### src/hdl/mcma_ram.sv
// ----------------------------------------------------------------------------
// mcma_ram - generic single-clock RAM
// One write port, one read port, read data registered.
// ----------------------------------------------------------------------------
module mcma_ram #(
  parameter int WIDTH = 16,
  parameter int DEPTH = 256,
  parameter int ADDR_W = (DEPTH > 1) ? $clog2(DEPTH) : 1
) (
  input  logic              clk,
  input  logic              we,
  input  logic [ADDR_W-1:0] waddr,
  input  logic [WIDTH-1:0]  wdata,
  input  logic              re,
  input  logic [ADDR_W-1:0] raddr,
  output logic [WIDTH-1:0]  rdata
);

  logic [WIDTH-1:0] mem [DEPTH];

  always_ff @(posedge clk) begin
    if (we) begin
      mem[waddr] <= wdata;
    end
    if (re) begin
      rdata <= mem[raddr];
    end
  end

endmodule

### config.mk
export PLATFORM = sky130hd
export DESIGN_NAME = mcma_ram
export DESIGN_NICKNAME = d
export VERILOG_FILES = /design/src/hdl/mcma_ram.sv
export SDC_FILE = /design/constraint.sdc
export NUM_CORES = 2
export LEC_CHECK = 0
export BUFFER_PORTS_ARGS = -buffer_cell sky130_fd_sc_hd__buf_2
export CORE_ASPECT_RATIO = 2
export CORE_MARGIN = 5
export CORE_UTILIZATION = 50
export CTS_CLUSTER_DIAMETER = 50
export DETAILED_ROUTE_END_ITERATION = 8
export GPL_ROUTABILITY_DRIVEN = 0
export HOLD_SLACK_MARGIN = 0.1
export PLACE_DENSITY = 0.65
export SKIP_LAST_GASP = 1
export SYNTH_ARGS = -nofsm -noshare
export SYNTH_HDL_FRONTEND = slang
export SYNTH_SLANG_ARGS = --single-unit
### constraint.sdc
create_clock -name clk -period 7.15 [get_ports clk]
set_clock_uncertainty 0.2 [all_clocks]
set_input_delay 0.3575 -clock clk [delete_from_list [all_inputs] [get_ports clk]]
set_output_delay 0.3575 -clock clk [all_outputs]
set_load 0.1 [all_outputs]
Yosys cells after proc, flatten, opt, wreduce, memory -nomap -nowiden
Memories as Yosys holds them, arrays and structs flattened. A register that Yosys moved wholly into a read port is not among the register bits.
Cells that the tools add are included.
- RAM bits: 4096
- bits in registers: 0
- output and inout bits: 16
- memories kept: 1
- multiplexer cells: 2
- memory list (memory ; depth ; width ; read ports ; clocked after Yosys merged registers in ; write ports ; line ; source):
    mem ; 256 ; 16 ; 1 ; 1 ; 1 ; 19 ; logic [WIDTH-1:0] mem [DEPTH];
- operators by type and width (cell ; count):
    $mux W1 ; 2

Logic depth before layout (Yosys ltp)
- word-level depth: 2
- gate-level depth with buffers: 12
- gate-level depth less buffers: 6

Least setup slack after synthesis
No wires, ideal clock.
- path type: input -> register
- start point: input port raddr[0]
- end point: register rdata[4] (read register of mem) (data pin)
- path buffers: 3
- library setup time: 265 ps
- data arrival time: 2341 ps
- slack: 4344 ps
- stages: 8
- cells stage by stage: buf_6 -> buf_6 -> buf_2 -> mux4_2 -> mux4_2 -> a22o_1 -> o32ai_2 -> nor4_2
- RTL lines (element ; line ; source):
    start: declaration ; 15 ; input logic [ADDR_W-1:0] raddr,
    end: declaration ; 16 ; output logic [WIDTH-1:0] rdata

==> results.json <==
{
  "rrSetupSlack_ns": 2.94,
  "clk_pin_slew_ns": 0.07,
  "htreeDepth": 5,
  "cap_violations": 1,
  "hold_viol_final": 0,
  "yosysTopAreaCell": "edfxtp_1",
  "ys_types": 51,
  "cts_tree": "done",
  "worst_pin_slew_ns": 1.55,
  "place_ws_ns": 1.72,
  "period_share": 0.652,
  "ys_ff_latch": 4112,
  "synth_flop_cell": "edfxtp_1",
  "endpoint_kind": "register",
  "whs_ns": 0.199,
  "ys_warn_count": 0,
  "start_util": 0.502,
  "final_nets": 7745,
  "dp_cells": 11500,
  "die_h_um": 807,
  "antenna_found_initial": 20,
  "coreArea_um2": 316000,
  "die_w_um": 409,
  "first_pass_iters": 8,
  "finish.instance_area_um2": 176000,
  "max_clock_freq_mhz": 215,
  "power_density_nw_per_um2": 270,
  "max_slew_margin": -0.0332,
  "crit_end": "rdata[14]",
  "worstPathMaxFanout": 112,
  "rsz0062_at_grt": "false",
  "drv_slew": 76,
  "stdcell_count": 12100,
  "holdCritPathClass": "in2reg",
  "grt-ovfl-total": 0,
  "rows": 292,
  "boundaryPins": 51,
  "area_growth_pct": 11.0,
  "cts.sinks": 4112,
  "filler_cell_count": 23300,
  "via_count": 78400,
  "ir_worst_vdd_mv": 0.206,
  "routed_wl_mm": 440,
  "grt_pass1_wl_mm": 618,
  "dp_hpwl_mm": 275,
  "critPathLaunchType": "primary input",
  "numCtsBuffers": 338,
  "synth_area_leaders": "edfxtp_1, mux4_2, mux2i_1, o221ai_1, nor2_1",
  "period_needed_ns": 4.66,
  "synth_nets": 7395,
  "grt_pass1_vias": 80000,
  "grt_max_degree": 202,
  "yosysTopAreaCellShare": 0.777,
  "grt_usage": 0.265,
  "drcViolationCount": 0,
  "async_flop_share": 0,
  "p_leak_nw": 55.4,
  "finalSetupViolations": 0,
  "status": "finished, violations left",
  "violations": "max-capacitance violations, max-slew violations",
  "insertion_delay_ns": 0.92,
  "cts.path.max_buffers": 4,
  "synth_cells": 7360,
  "dieArea_um2": 330000,
  "numPortBuffers": 50,
  "via_per_inst": 6.47,
  "setup_slack_ns": 2.49,
  "cp_data_required_time_ns": 7.66,
  "r2r_cells": 6,
  "tns_ns": 0,
  "avgSynthCellArea_um2": 21.6,
  "ys_seq_area_frac": 0.777,
  "cp_data_arrival_time_ns": 5.17,
  "r2r-start": "mem[10][6]",
  "startpoint": "raddr[1]",
  "synth-edff-count": 4112,
  "drt_iter0_markers": 8944,
  "clock-root-buffer": "clkbuf_16",
  "postRouteAntennaNets": 0,
  "r2r_end": "rdata[6]",
  "crit_type": "in2reg",
  "dpl_cell_area_um2": 165000,
  "drive_gt1_frac": 0.235,
  "routedWlPerCell_um": 36.4,
  "syn-cell-area_um2": 159000
}
[cells in the mapped netlist (all sizes together), types with 26 or more instances]
cell type,number
nor3,92
buf,222
o21ai,38
a221oi,28
nor2,304
clkbuf,230
nand2,38
nand3,35
o22ai,148
mux4,797
nand4,26
a21oi,175
o221ai,253
a22o,32
mux2i,565
edfxtp,4112
mux2,88
a22oi,43
[through the flow]
stage                      util  total power [W]
after floorplan               -           0.0285
after global placement    0.523           0.0297
after detailed placement  0.523           0.0297
after CTS                 0.557           0.0480
after global routing      0.558           0.0490
final                     0.558           0.0477
[state kept, by name (all words and copies together), names as in the netlist]
signal,count
rdata,16
mem,4096
[how the worst min path moves through the flow]
| stage | from | to | slack (ns) | depth (start not counted) |
|---|---|---|---|---|
| after floorplan | wdata[0] | mem[0][0] | 0.26 | 0 |
| after global placement | wdata[0] | mem[89][0] | 0.59 | 1 |
| after detailed placement | wdata[0] | mem[88][0] | 0.61 | 1 |
| after CTS | waddr[7] | mem[242][5] | 0.11 | 4 |
| after global routing | waddr[7] | mem[240][7] | 0.18 | 4 |
| final | waddr[7] | mem[242][5] | 0.20 | 4 |
[placed cells by master, fill, tap and decap left out, types with 55 or more instances in the layout]
cell,n
o22ai_1,148
nor2_1,249
nor2_2,55
mux2i_1,565
buf_4,353
mux2_2,88
clkinv_1,75
edfxtp_1,4112
clkbuf_16,348
a21oi_1,175
o221ai_1,252
mux4_2,797
clkbuf_1,64
nor3_1,75
[metal layers]
metal | share of wire | GRT usage
met4 | 0.096 | 0.205
met1 | 0.32 | 0.298
met2 | 0.51 | 0.455
met3 | 0.069 | 0.0409
met5 | 0.00029 | 0
[cell type report]
type	count	area, um2	share of cell area
repair buffers	462	4000	0.0227
flip-flops and latches	4112	123000	0.700
well taps	4116	5150	0.0292
multi-input cells	2792	33000	0.187
inverters	4	27.5	0.000156
diodes	24	60.1	0.000340
clock inverters	181	1760	0.00999
clock buffers	412	8950	0.0507
[cell families after synthesis]
family | count (synthesis) | share of synthesized area
compound gates | 786 | 0.0353
buf+inv | 456 | 0.0169
flops | 4112 | 0.777
mux | 1450 | 0.155
simple gates | 556 | 0.0157
[power breakdown]
group	leakage (nW)	internal, W	switching [W]
Sequential	37.0	0.0266	0.0000259
Combinational	13.2	0.000809	0.00179
Clock	5.24	0.0101	0.00838
[worst max-delay path: stages]
cell,delay (ns)
buf_8,0.46
buf_12,0.40
buf_12,0.45
mux4_2,0.49
a2111oi_0,0.17
a21oi_1,0.99
nand4_1,0.88
nor4_1,0.51
[what timing repair did]
action	in CTS	in global routing
setup buffers	0	0
endpoints found under the hold margin	1669	0
hold buffers	26	0
gates resized for setup	0	0
No activity file was read; power rests on OpenSTA's default activity.
