**config.mk**
```make
export PLATFORM = sky130hd
export DESIGN_NAME = mcma_div
export DESIGN_NICKNAME = d
export VERILOG_FILES = /design/src/hdl/mcma_div.sv
export SDC_FILE = /design/constraint.sdc
export NUM_CORES = 1
export LEC_CHECK = 0
export ABC_AREA = 1
export BUFFER_PORTS_ARGS = -buffer_cell sky130_fd_sc_hd__clkbuf_2
export CAP_MARGIN = 20
export CORE_MARGIN = 5
export CORE_UTILIZATION = 35
export CTS_BUF_LIST = sky130_fd_sc_hd__clkbuf_2
export CTS_CLUSTER_SIZE = 14
export DETAILED_ROUTE_END_ITERATION = 7
export PLACE_DENSITY = 0.61
export SLEW_MARGIN = 0
export SYNTH_ARGS = -nofsm -noshare
export SYNTH_HDL_FRONTEND = slang
export SYNTH_SLANG_ARGS = --single-unit
export TNS_END_PERCENT = 10
```
**constraint.sdc**
```tcl
create_clock -name clk -period 4 [get_ports clk]
set_clock_uncertainty 0.15 [all_clocks]
set_input_delay 0.4 -clock clk [delete_from_list [all_inputs] [get_ports clk]]
set_output_delay 0.4 -clock clk [all_outputs]
set_load 0.05 [all_outputs]
```
**src/hdl/mcma_div.sv**
```systemverilog
// ----------------------------------------------------------------------------
// mcma_div - iterative unsigned restoring divider
// One quotient bit per cycle; done pulses when the quotient is valid.
// ----------------------------------------------------------------------------
module mcma_div #(
  parameter int DIVIDEND_W = 23,
  parameter int DIVISOR_W  = 7
) (
  input  logic                  clk,
  input  logic                  rst,
  input  logic                  start,
  input  logic [DIVIDEND_W-1:0] dividend,
  input  logic [DIVISOR_W-1:0]  divisor,
  output logic                  done,
  output logic [DIVIDEND_W-1:0] quotient
);

  localparam int CNT_W = $clog2(DIVIDEND_W + 1);

  logic                 busy;
  logic [CNT_W-1:0]     steps;
  logic [DIVISOR_W-1:0] rem;
  logic [DIVISOR_W-1:0] dvs;
  logic [DIVISOR_W:0]   shifted;
  logic [DIVISOR_W:0]   diff;
  logic                 ge;

  always_comb begin
    shifted = {rem, quotient[DIVIDEND_W-1]};
    diff    = shifted - {1'b0, dvs};
    ge      = (shifted >= {1'b0, dvs});
  end

  always_ff @(posedge clk) begin
    if (rst) begin
      busy <= 1'b0;
      done <= 1'b0;
    end else begin
      done <= 1'b0;
      if (start) begin
        busy     <= 1'b1;
        steps    <= CNT_W'(DIVIDEND_W);
        rem      <= '0;
        dvs      <= divisor;
        quotient <= dividend;
      end else if (busy) begin
        // shift in the next dividend bit, subtract when it fits
        rem      <= ge ? diff[DIVISOR_W-1:0] : shifted[DIVISOR_W-1:0];
        quotient <= {quotient[DIVIDEND_W-2:0], ge};
        steps    <= steps - CNT_W'(1);
        if (steps == CNT_W'(1)) begin
          busy <= 1'b0;
          done <= 1'b1;
        end
      end
    end
  end

endmodule

```
; Word-level counts from Yosys, hierarchy flattened
; Cells that the tools add are included.
[classes]
n_reduce_logical = 4
n_addsub = 2
order_cmp = 1
bitwise_logic = 2
n_eq_ne = 1
mux = 9
[op_table]
columns = op, n
row1 = 23-bit two-way mux, 2
row2 = 7-bit two-way mux, 2
row3 = 8-bit by 7-bit greater-or-equal comparator with 1-bit output, 1
row4 = 7-bit subtractor, 1
row5 = "5-bit by 1-bit equality test with 1-bit output, second input constant", 1
row6 = 5-bit two-way mux, 1
row7 = "5-bit by 1-bit subtractor with 5-bit output, second input constant", 1
row8 = 1-bit two-way mux, 4
row9 = 2-bit AND reduction, 2
row10 = 3-bit OR reduction, 1
row11 = 1-bit inverter, 2
row12 = 2-bit nonzero test, 1
[totals]
ff_bits = 44
inputBits = 33
output_inout_bits = 24
word_cells = 25

; Depth between registers and ports, before layout
; Gate-level depths: netlist of run 1.
[depth]
depth_word = 4
mapped_depth = 12
depth_no_buf = 12

; Worst setup path after synthesis of run 1
; Ideal clock, no wire load.
[synth_timing]
path_kind = input port to flip-flop
startpoint = input port start
endpoint = register quotient[0] (enable)
arrival_time_ns = 2.478
n_path_buf = 1
setup_time_ns = 0.440
slack_ns = 0.931
t_required_ns = 3.410
cell_stages = 3
path_cell_list = buf_2 > clkinv_1 > a21oi_1
[synth_between]
elab_chain_cells = 2
[synth_rtl]
columns = element, line
row1 = start: declaration, 11  ; input logic start,
row2 = 2-bit nonzero test (no line), n/a
row3 = 2-bit AND reduction (no line), n/a
row4 = end signal: assignment, 45  ; quotient <= dividend;
row5 = end signal: assignment, 49  ; quotient <= {quotient[DIVIDEND_W-2:0], ge};
row6 = end: declaration, 15  ; output logic [DIVIDEND_W-1:0] quotient
; No other way between the ends.
; A chain may end at the register's enable or synchronous reset.

; Final worst setup path of run 1
[layout_timing]
startpoint = input port start
endpoint = register dvs[5] (enable)
[layout_between]
elab_chain_cells = 1
[layout_rtl]
columns = element, line
row1 = 2-bit AND reduction (no line), n/a
row2 = end signal: assignment, 44  ; dvs <= divisor;
row3 = end: declaration, 23  ; logic [DIVISOR_W-1:0] dvs;
; No other way between the ends.

==> results by stage, run 1 <==
Route:
- The final route contains 1809 vias.
- Before antenna repair, the detailed router went through 4 iterations.
- Dividing the detail-routed wire length by the instance count gives 11.7 um.
- The via count normalized by instance count is 4.52.
- The detail route stage leaves a number of antenna-violating nets equal to 0.
- After detailed routing, the number of remaining DRC violations is 0.
- The detailed router finished its first iteration with 53 violations.
- After detailed routing, the total wire length is 4680 um.

CTS:
- Counting along the longest clock path gives a buffer depth of 2.
- The maximum level of the CTS H-tree is 2.
- TritonCTS built the clock tree.
- Clock latency on the worst-skew pair, taken at its later pin, is 0.38 ns.
- After clock tree synthesis, the repair step resized 0 gates.
- The clock sink count is 44.
- After clock tree synthesis, the setup repair step added 0 buffers.
- After clock tree synthesis, the clock-pin slew on the worst setup and hold paths is 0.19 ns.
- Clock tree synthesis inserted a total of 5 buffers.
- The clock root buffer master is clkbuf_2.

Power:
- The analysis attributes to cell leakage a power of 1.38 nW.
- Dividing total power by cell area gives a power density of 377 nW/um^2.
- VDD sags by at most 0.233 mV.
- The power share of the clock group is 22.2%.
- The switching component of the power is 0.000321 W.
- The cell-internal power is 0.000733 W.
- Net switching is 30.4% of the power.
- The share of total power dissipated in combinational logic is 24.4%.
- Summing internal, switching and leakage power gives 0.00105 W.
- The relative contribution of sequential cells to total power is 53.4%.

Worst setup path:
- The critical path's top delay family is buffers and inverters.
- The largest stage delay on the critical path is 0.57 ns.
- The setup path with the least slack is of type primary input to register.
- The number of buffer and inverter stages on the critical path is 3.
- Along the worst path, the maximum fanout reaches 28.
- The worst endpoint required time is 3.89 ns.
- The type of origin of the critical path is a primary input.
- The slowest cell on the critical path is clkinv_1.
- Traced cell by cell, the critical path runs through clkbuf_2, clkinv_1, buf_4, nor2_1.
- For the worst setup path, the data arrival time is 2.31 ns.
- The worst setup path is captured at a register.

Timing:
- The maximum clock frequency is 0.414 GHz.
- Setup repair after global routing left no endpoint under its margin.
- The worst max-slew margin expressed relative to the limit is 55.2%.
- The shortest period the worst path allows is 2.41 ns.
- The worst hold slack is 0.0948 ns.
- The total negative slack for setup checks is 0 ns.
- The post-route clock period utilization is 60.4%.
- Setup violations remaining at the end of the flow were counted as 0.
- The final number of max-transition violations came to 0.
- For the pin with the worst max-slew slack, the measured transition is 0.670 ns.
- The number of hold-slack violations in the final timing report is 0.
- The smallest setup slack after layout is 1.59 ns.

GRT:
- The first-pass GRT wire length is 7870 um.
- The residual overflow from global routing is 0.
- The via count of the first global-routing pass is 1731.
- The initial antenna violation count came to 0.
- The total global routing track utilization is 11.7%.
- Entering global routing, the biggest net connects 29 pins.

Finish:
- The final layout contains 365 nets.
- The antenna diode count is 0.
- In the final layout, the share of cells above drive strength 1 is 21.7%.
- In the final layout, flip-flops and latches occupy 1300 um^2.
- The final core utilization is 44.0%.
- The area of the multi-input gates is 836 um^2.
- The relative area change from synthesis to final layout is 22.5%.
- The count of fill cells added during filler insertion is 638.

Place:
- At the end of routability-driven placement, the weighted congestion stood at 0.801.
- The worst setup timing slack at the placement stage is 1.08 ns.
- During placement, the flow inserted port buffers numbering 56.
- The detailed placement HPWL is 3670 um.

Logic synthesis:
- Synthesis produced a netlist with a net count of 299.
- The number of flip-flops and latches in the synthesized netlist is 44.
- In the synthesized netlist, the number of instances is 256.
- The top-area cell type share of the netlist area is 55.2%.
- Each instance of the synthesized netlist takes up on average 8.92 um^2.
- By area the synthesized netlist is led by edfxtp_1 (55%), nand2_1 (17%), inv_1 (5.4%).
- Sequential elements use 57.0% of the synthesized area.
- In this run, distinct cell masters in the synthesized netlist total 23.
- The mapped cell area is 2280 um^2.
- The dominant cell type by area after synthesis is edfxtp_1.
- During synthesis, Yosys emitted a total of 0 warnings.

Die:
- In this run the vertical extent of the chip is 90.8 um.
- The overall die width is 90.8 um.
- The number of top-level pins is 57.
- The cell row count is 29.
- After floorplanning, the core was sized to cover 6350 um^2.
- The floorplan step defined a die boundary enclosing 8240 um^2.
- The effective utilization at floorplan is 36.0%.

Worst hold path:
- The kind of path behind the tightest hold check is primary input to register.

Run:
- The number of maximum-capacitance violations is 0.

Status:
- The run finished with clean final reports.
-- flip-flops by register name, summed over array words and instances, names as in the netlist --
name and cells:
busy 1, done 1, dvs 7, quotient 23, rem 7, steps 5
-- cells in the final DEF, fill, tap and decap left out, types with 2 or more instances in the layout --
master	netlist	layout
nand2_1	106	106
clkbuf_2	0	61
edfxtp_1	42	42
inv_1	33	33
nor2_1	21	21
nand3_1	12	12
ha_1	9	9
dlygate4sd3_1	0	7
nand4_1	4	4
o21ai_0	4	4
clkinv_1	1	3
a21oi_1	4	3
buf_4	0	3
a21oi_4	1	2
xnor2_1	2	2
dfxtp_1	2	2
-- stage by stage --
stage / instance area, um^2 / cells
6_report: 2800 / 400
5_1_grt: 2800 / 400
4_1_cts: 2740 / 394
3_5_place_dp: 2660 / 385
3_3_place_gp: 2660 / 385
2_1_floorplan: 2280 / 256
-- Yosys cell counts --
library cell and instances:
nor3_1 1, dfxtp_1 2, nor4_1 1, buf_2 3
nand3_1 12, nand3b_1 1, clkbuf_1 4, nor2_4 1
a21oi_4 1, a21oi_1 4, or2_4 1, clkinv_1 1
ha_1 9, edfxtp_1 42, a31oi_1 1, nor2_1 21
xnor2_1 2, nand2_1 106, inv_1 33, o21ai_0 4
fa_1 1, nand4_1 4, nand2_4 1
-- layer usage --
layer  global-route usage [%]  wire length [um]  vias up
li1                         -                 -      949
met1                     16.4              2230      792
met2                     17.4              2090       63
met3                     3.33               298        5
met4                     3.67                61        0
met5                        0                 0        -
-- cells by family after synthesis --
| family | Yosys count | share of synthesized area, % |
|---|---|---|
| AOI/OAI and AO/OA | 10 | 2.74 |
| xor gates and xnor gates | 2 | 0.767 |
| adders and majority gates | 10 | 5.81 |
| buffers and inverters | 41 | 6.90 |
| DFF | 44 | 57.0 |
| and+or+nand+nor | 149 | 26.8 |
-- what timing repair did --
| action | CTS | global route |
|---|---|---|
| setup endpoints to repair | 0 | 0 |
| hold endpoints to repair | 1 | 6 |
| hold buffers | 1 | 6 |
-- cell type report --
class	instances	share of cell area [%]
clock inverter	3	1.34
clock buffer	5	0.895
sequential	44	46.5
tap	77	3.45
inverter	34	4.56
timing repair buffer	66	13.3
multi-input combinational	171	29.9
-- path summary, 6_finish.rpt --
check / from / end / slack [ns] / depth (start not counted)
hold reg to reg: busy / done / 0.37 / 2
hold / removal: rst / done / 0.09 / 2
setup / recovery: start / dvs[5] / 1.59 / 4
setup reg to reg: quotient[22] / rem[6] / 1.79 / 12
-- power groups by stage --
stage | Sequential (W) | Clock (W) | Combinational (W)
2_1_floorplan | 0.000624 | 0 | 0.000137
3_3_place_gp | 0.000573 | 0 | 0.000252
3_5_place_dp | 0.000573 | 0 | 0.000255
4_1_cts | 0.000563 | 0.000243 | 0.000255
5_1_grt | 0.000567 | 0.000260 | 0.000288
6_report | 0.000563 | 0.000234 | 0.000257
-- worst register-to-register path: stages (launching register included) --
cell	delay [ns]
edfxtp_1	0.44
inv_1	0.07
ha_1	0.23
fa_1	0.40
inv_1	0.10
nand2_1	0.05
nand2_1	0.07
nand2_1	0.08
nand2_1	0.06
nand2_1	0.15
nand3_1	0.12
nand2_1	0.05
nor2_1	0.10
(Power assumes the default switching activity.)
==> inputs of run 2 (changes only) <==
- PLACE_DENSITY: 0.61 -> 0.64
- clock period: 4 -> 2 ns (I/O delays scaled with it)
==> results by stage, run 2 (same netlist as run 1, synthesis figures left out) <==
CTS:
- The clock tree from TritonCTS is done (unchanged).
- The number of buffers on the longest clock path was 2 (unchanged).
- The clock sink count is 44 (unchanged).
- The register clock-pin slew on the reported worst setup and hold paths is 0.21 ns (was 0.19 ns).
- The number of buffers inserted during clock tree synthesis is 5 (unchanged).
- The maximum level of the CTS H-tree came to 2 (unchanged).
- The clock root buffer master was clkbuf_2 (unchanged).
- The clock insertion delay at the later pin of the skew report came to 0.40 ns (was 0.38 ns).

Finish:
- The number of flip-flops under the largest register name is 23 (unchanged).
- The final-stage net count is 394 (was 365).
- The fraction of final layout cells sized beyond drive strength 1 is 27.3% (was 21.7%).
- Commonest cells after routing, fill and taps aside: nand2_1 (101), clkbuf_2 (62), edfxtp_1 (42), inv_1 (31), dlygate4sd3_1 (31) (was nand2_1 (106), clkbuf_2 (61), edfxtp_1 (42), inv_1 (33), nor2_1 (21)).
- The largest register by flop count is quotient (unchanged).
- The most common cell after layout, fill and taps aside was nand2_1 (unchanged).
- The count of fill cells added during filler insertion is 590 (was 638).
- The relative area change from synthesis to final layout is 38.9% (was 22.5%).
- The antenna diode count is 0 (unchanged).
- Registers with the most flip-flops: quotient: 23 flops, dvs: 7 flops, rem: 7 flops (unchanged).

Timing:
- The total negative slack for setup checks is 0 ns (unchanged).
- The smallest clock period supported by the final layout is computed as 1.97 ns.
- The number of hold-slack violations in the final timing report is 0 (unchanged).
- The worst hold slack is 0.143 ns (was 0.0948 ns).
- Setup repair after global routing missed its margin: true (was false).
- The smallest setup slack after layout is 0.0331 ns (was 1.59 ns).
- Derived from the worst setup path, the maximum achievable clock frequency is 0.508 GHz.
- Of the available clock period, the critical path in the final layout requires 98.3%.
- The setup-violating endpoint count in the final report was 0 (unchanged).
- The worst max-slew margin expressed relative to the limit is 71.2% (was 55.2%).
- The slew at the pin with the worst max-slew slack came to 0.429 ns (was 0.670 ns).
- The final number of max-transition violations came to 0 (unchanged).

Worst hold path:
- The kind of path behind the tightest hold check is primary input to register (unchanged).

Run:
- The number of maximum-capacitance violations came to 0 (unchanged).

Worst setup path:
- The worst endpoint required time came to 2.02 ns (was 3.89 ns).
- The class of the most critical setup path is register to register (was primary input to register).
- The largest driver fanout on the critical path is 8 (was 28).
- The largest stage delay on the critical path was 0.46 ns (was 0.57 ns).
- The type of origin of the critical path is a register (was primary input).
- The capturing element type of the critical path is a register (unchanged).
- The data arrival time of the critical path is 1.99 ns (was 2.31 ns).
- The slowest cell on the critical path is edfxtp_1 (was clkinv_1).
- Chain of cells forming the critical path: ha_4, fa_2, inv_2, nand2_2, nand2_2, nand3_2, nand2_4, nor2_4, nor2_1, nor2_1 (was clkbuf_2, clkinv_1, buf_4, nor2_1).

Route:
- The number of DRC violations after detailed-routing iteration 0 is 83 (was 53).
- The mean routed wirelength per cell is 12.4 um (was 11.7 um).
- The via count normalized by instance count is 4.59 (was 4.52).
- The number of DRC violations after detailed routing is 0 (unchanged).
- The detailed-route via count came to 1967 (was 1809).
- The number of routed nets with antenna violations is 0 (unchanged).
- The iteration count of the initial detailed-routing pass was 4 (unchanged).
- The aggregate routed wire length came to 5330 um (was 4680 um).

GRT:
- The first-pass GRT wire length is 8650 um (was 7870 um).
- The total global routing track utilization is 12.9% (was 11.7%).
- The initial antenna violation count is 0 (unchanged).
- The residual overflow from global routing came to 0 (unchanged).
- The largest net degree at the start of global routing is 37 (was 29).
- The via count of the first global-routing pass is 1891 (was 1731).

Die:
- The die area is 8240 um^2 (unchanged).
- The effective utilization at floorplan is 36.0% (unchanged).
- The cell row count is 29 (unchanged).
- The overall die width is 90.8 um (unchanged).
- The number of top-level pins is 57 (unchanged).
- The chip height is 90.8 um (unchanged).
- The core region area is 6350 um^2 (unchanged).

Place:
- The detailed placement HPWL is 3700 um (was 3670 um).
- The worst setup timing slack at the placement stage is 0.0102 ns (was 1.08 ns).
- The global placement routability congestion is 0.827 (was 0.801).
- The count of buffers from port buffering was 56 (unchanged).

Power:
- The power per cell area is 707 nW/um^2 (was 377 nW/um^2).
- The maximum resistive drop on vdd is 0.391 mV (was 0.233 mV).
- The leakage component of the power was 1.52 nW (was 1.38 nW).

Status:
- Status: finished, final reports clean (unchanged).
-- run 2: cell types whose count changed in the layout (fill, tap and decap cells not counted), moves of 3 or more --
cell | previous run | this run
buf_4 | 3 | 7
dlygate4sd3_1 | 7 | 31
nand3_2 | 0 | 3
nand2_2 | 0 | 4
nand3_1 | 12 | 9
ha_2 | 0 | 3
nand2_1 | 106 | 101
ha_1 | 9 | 4
-- run 2: through the flow --
step / cell area (um^2) / instances / util [%] / power [W]
2_1_floorplan: 2300 / 256 / - / 0.00152
3_3_place_gp: 2710 / 388 / 42.7 / 0.00166
3_5_place_dp: 2710 / 388 / 42.7 / 0.00168
4_1_cts: 3100 / 428 / 48.8 / 0.00222
5_1_grt: 3170 / 429 / 50.0 / 0.00237
6_report: 3170 / 429 / 50.0 / 0.00224
-- run 2: cell type report --
type / count / area [um^2] / share of cell area (%)
Clock buffer: 6 / 30.0 / 0.947
Clock inverter: 2 / 35.0 / 1.10
Inverter: 34 / 128 / 4.02
Multi-Input combinational cell: 171 / 918 / 29.0
Sequential cell: 44 / 1300 / 41.0
Tap cell: 77 / 96.3 / 3.04
Timing Repair Buffer: 95 / 663 / 20.9
-- run 2: per-layer routing --
layer,vias up,global-route usage (%),routed length [um]
met1,900,15.9,2340
met4,0,4.28,61
li1,1007,-,-
met3,7,4.42,319
met2,53,21.0,2600
met5,-,0,0
-- run 2: power breakdown --
part / leakage (nW) / internal, W / switching, W
Sequential: 0.416 / 0.00109 / 0.0000353
Clock: 0.0430 / 0.000215 / 0.000284
Combinational: 1.06 / 0.000235 / 0.000382
Total: 1.52 / 0.00154 / 0.000700
-- run 2: worst max-delay path, delay by kind of cell, from the launching register on --
kind / cells / cell delay, ns
fa+ha+maj: 2 / 0.55
simple gates: 7 / 0.51
flops: 1 / 0.46
buf+inv: 1 / 0.07
-- run 2: final timing paths --
| path | cells past startpoint | startpoint | slack, ns | endpoint |
|---|---|---|---|---|
| hold / removal | 3 | start | 0.14 | done |
| setup reg to reg | 10 | dvs[0] | 0.03 | rem[4] |
| setup / recovery | 10 | dvs[0] | 0.03 | rem[4] |
| hold reg to reg | 2 | busy | 0.39 | done |
-- run 2: repair_timing --
action                                 CTS  global route
cloned                                   0             0
endpoints found under the hold margin   31             0
gates resized for setup                  1            17
pin swaps                                0             7
hold buffers                            31             0
buffers inserted                         1             1
setup endpoints to repair                7             8
==> inputs of run 3 (changes only) <==
- CORE_MARGIN: 5 -> 2
- SETUP_SLACK_MARGIN: default -> 0.3
==> results by stage, run 3 (same netlist as run 1, synthesis figures left out) <==
Timing:
- The final number of max-transition violations is 0 (unchanged).
- The post-route clock period utilization was 95.5% (was 98.3%).
- The slew at the pin with the worst max-slew slack was 0.291 ns (was 0.429 ns).
- The shortest period the worst path allows is 1.91 ns (was 1.97 ns).
- The worst max-slew margin expressed relative to the limit was 80.7% (was 71.2%).
- The setup-violating endpoint count in the final report is 0 (unchanged).
- The number of hold-slack violations in the final timing report is 0 (unchanged).
- Setup repair after global routing missed its margin: true (unchanged).
- The smallest setup slack after layout is 0.0899 ns (was 0.0331 ns).
- The maximum clock frequency is 0.524 GHz (was 0.508 GHz).

Finish:
- The fraction of final layout cells sized beyond drive strength 1 is 28.0% (was 27.3%).
- The number of flip-flops under the largest register name is 23 (unchanged).
- Commonest cells after routing, fill and taps aside: nand2_1 (100), clkbuf_2 (61), edfxtp_1 (42), inv_1 (31), dlygate4sd3_1 (31) (was nand2_1 (101), clkbuf_2 (62), edfxtp_1 (42), inv_1 (31), dlygate4sd3_1 (31)).
- The register cell area after layout is 1300 um^2 (unchanged).
- Registers with the most flip-flops: quotient: 23 flops, dvs: 7 flops, rem: 7 flops (unchanged).
- The final core utilization came to 50.1% (was 50.0%).
- The antenna diode count is 0 (unchanged).
- The final-stage net count was 396 (was 394).
- The final cell count without fillers came to 431 (was 429).
- The area of the multi-input gates came to 918 um^2 (unchanged).
- The count of fill cells added during filler insertion was 610 (was 590).
- The most common cell after layout, fill and taps aside is nand2_1 (unchanged).
- The largest register by flop count is quotient (unchanged).
- The relative area change from synthesis to final layout is 38.6% (was 38.9%).

CTS:
- The clock insertion delay at the later pin of the skew report was 0.40 ns (about the same).
- The register clock-pin slew on the reported worst setup and hold paths is 0.22 ns (was 0.21 ns).
- The clock sink count is 44 (unchanged).
- The clock root buffer master is clkbuf_2 (unchanged).
- The clock tree from TritonCTS is done (unchanged).
- The number of buffers inserted during clock tree synthesis is 5 (unchanged).
- The maximum level of the CTS H-tree was 2 (unchanged).
- The number of buffers on the longest clock path came to 2 (unchanged).

Route:
- The number of DRC violations after detailed-routing iteration 0 is 81 (was 83).
- The detailed-route via count is 1990 (was 1967).
- The iteration count of the initial detailed-routing pass came to 4 (unchanged).
- The number of DRC violations after detailed routing came to 0 (unchanged).
- The via count normalized by instance count is 4.62 (was 4.59).
- The aggregate routed wire length is 5100 um (was 5330 um).
- The mean routed wirelength per cell is 11.8 um (was 12.4 um).
- The number of routed nets with antenna violations is 0 (unchanged).

GRT:
- The residual overflow from global routing is 0 (unchanged).
- The via count of the first global-routing pass came to 2066 (was 1891).
- The total global routing track utilization came to 14.6% (was 12.9%).
- The largest net degree at the start of global routing is 37 (unchanged).
- The first-pass GRT wire length is 8610 um (was 8650 um).
- The initial antenna violation count is 0 (unchanged).

Worst setup path:
- The capturing element type of the critical path is a register (unchanged).
- The largest stage delay on the critical path is 0.46 ns (about the same).
- The number of buffer and inverter stages on the critical path is 1 (unchanged).
- The type of origin of the critical path is a register (unchanged).
- The worst endpoint required time is 2.05 ns (was 2.02 ns).
- The largest driver fanout on the critical path is 8 (unchanged).
- The class of the most critical setup path is register to register (unchanged).
- The slowest cell on the critical path is edfxtp_1 (unchanged).
- Chain of cells forming the critical path: ha_4, fa_2, inv_2, nand2_2, nand2_2, nand3_2, nand2_4, nor2_4, nor2_2, nor2_1 (was ha_4, fa_2, inv_2, nand2_2, nand2_2, nand3_2, nand2_4, nor2_4, nor2_1, nor2_1).
- The cell that appears most often on the critical path is nand2_2.
- The critical path's top delay family is adder cells (unchanged).
- The data arrival time of the critical path came to 1.96 ns (was 1.99 ns).

Die:
- The cell row count came to 29 (unchanged).
- The die area came to 7190 um^2 (was 8240 um^2).
- The overall die width came to 84.8 um (was 90.8 um).
- The number of top-level pins is 57 (unchanged).
- The chip height is 84.8 um (was 90.8 um).
- The core region area is 6310 um^2 (was 6350 um^2).
- The effective utilization at floorplan is 36.2% (was 36.0%).

Run:
- The number of maximum-capacitance violations is 0 (unchanged).

Place:
- The detailed placement HPWL is 3440 um (was 3700 um).
- The global placement routability congestion is 0.809 (was 0.827).
- The worst setup timing slack at the placement stage is -0.0130 ns (was 0.0102 ns).
- The total instance count after detailed placement is 386 (was 388).
- The count of buffers from port buffering is 56 (unchanged).

Power:
- The sum of internal, switching and leakage power is 0.00211 W (was 0.00224 W).
- The power per cell area is 668 nW/um^2 (was 707 nW/um^2).
- The maximum resistive drop on vdd is 0.375 mV (was 0.391 mV).
- The leakage component of the power is 1.52 nW (about the same).

Worst hold path:
- The kind of path behind the tightest hold check is primary input to register (unchanged).

Status:
- Status: finished, final reports clean (unchanged).
## run 3: final timing paths
path | from | end | slack, ns | cells past startpoint
max | dvs[0] | rem[4] | 0.09 | 10
min | start | quotient[13] | 0.17 | 4
max reg2reg | dvs[0] | rem[4] | 0.09 | 10
min reg2reg | busy | done | 0.38 | 2
## run 3: what timing repair did
item,4_1_cts,5_1_grt
buffers inserted,4,2
cloned,0,0
endpoints found under the setup margin,8,8
pin swaps,6,9
hold buffers,31,0
endpoints found under the hold margin,31,0
resized for setup,6,13
## run 3: area by class of cell
class | count | share of cell area [%]
inverter | 34 | 4.19
multi-input combinational | 171 | 29.0
sequential | 44 | 41.1
timing repair buffer | 97 | 21.4
tap | 77 | 3.04
clock buffer | 5 | 0.791
clock inverter | 3 | 0.435
## run 3: worst reg2reg max path, cell delays in order (launching register included)
cell	delay [ns]
edfxtp_1	0.46
ha_4	0.18
fa_2	0.34
inv_2	0.07
nand2_2	0.05
nand2_2	0.08
nand3_2	0.09
nand2_4	0.07
nor2_4	0.05
nor2_2	0.12
nor2_1	0.05
## run 3: where the power goes
group | internal [W] | total (W) | switching (W) | leakage, nW
Combinational | 0.000239 | 0.000623 | 0.000385 | 1.07
Clock | 0.0000786 | 0.000364 | 0.000285 | 0.0302
Sequential | 0.00109 | 0.00113 | 0.0000352 | 0.416
## run 3: metal layers
metal / global-route usage (%) / wire (um) / up-vias
met5: 0 / 0 / -
met4: 5.63 / 99 / 0
met3: 3.15 / 275 / 8
met2: 25.9 / 2530 / 51
met1: 17.3 / 2200 / 917
li1: - / - / 1014
## run 3: metrics by stage
| step | cell area [um^2] | setup TNS, ns | hold slack, ns |
|---|---|---|---|
| after floorplan | 2310 | -1.52 | 0.127 |
| after global placement | 2700 | 0 | 0.229 |
| after detailed placement | 2700 | -0.0162 | 0.229 |
| after CTS | 3100 | 0 | 0.161 |
| after global routing | 3170 | -0.0927 | 0.190 |
| final | 3170 | 0 | 0.174 |
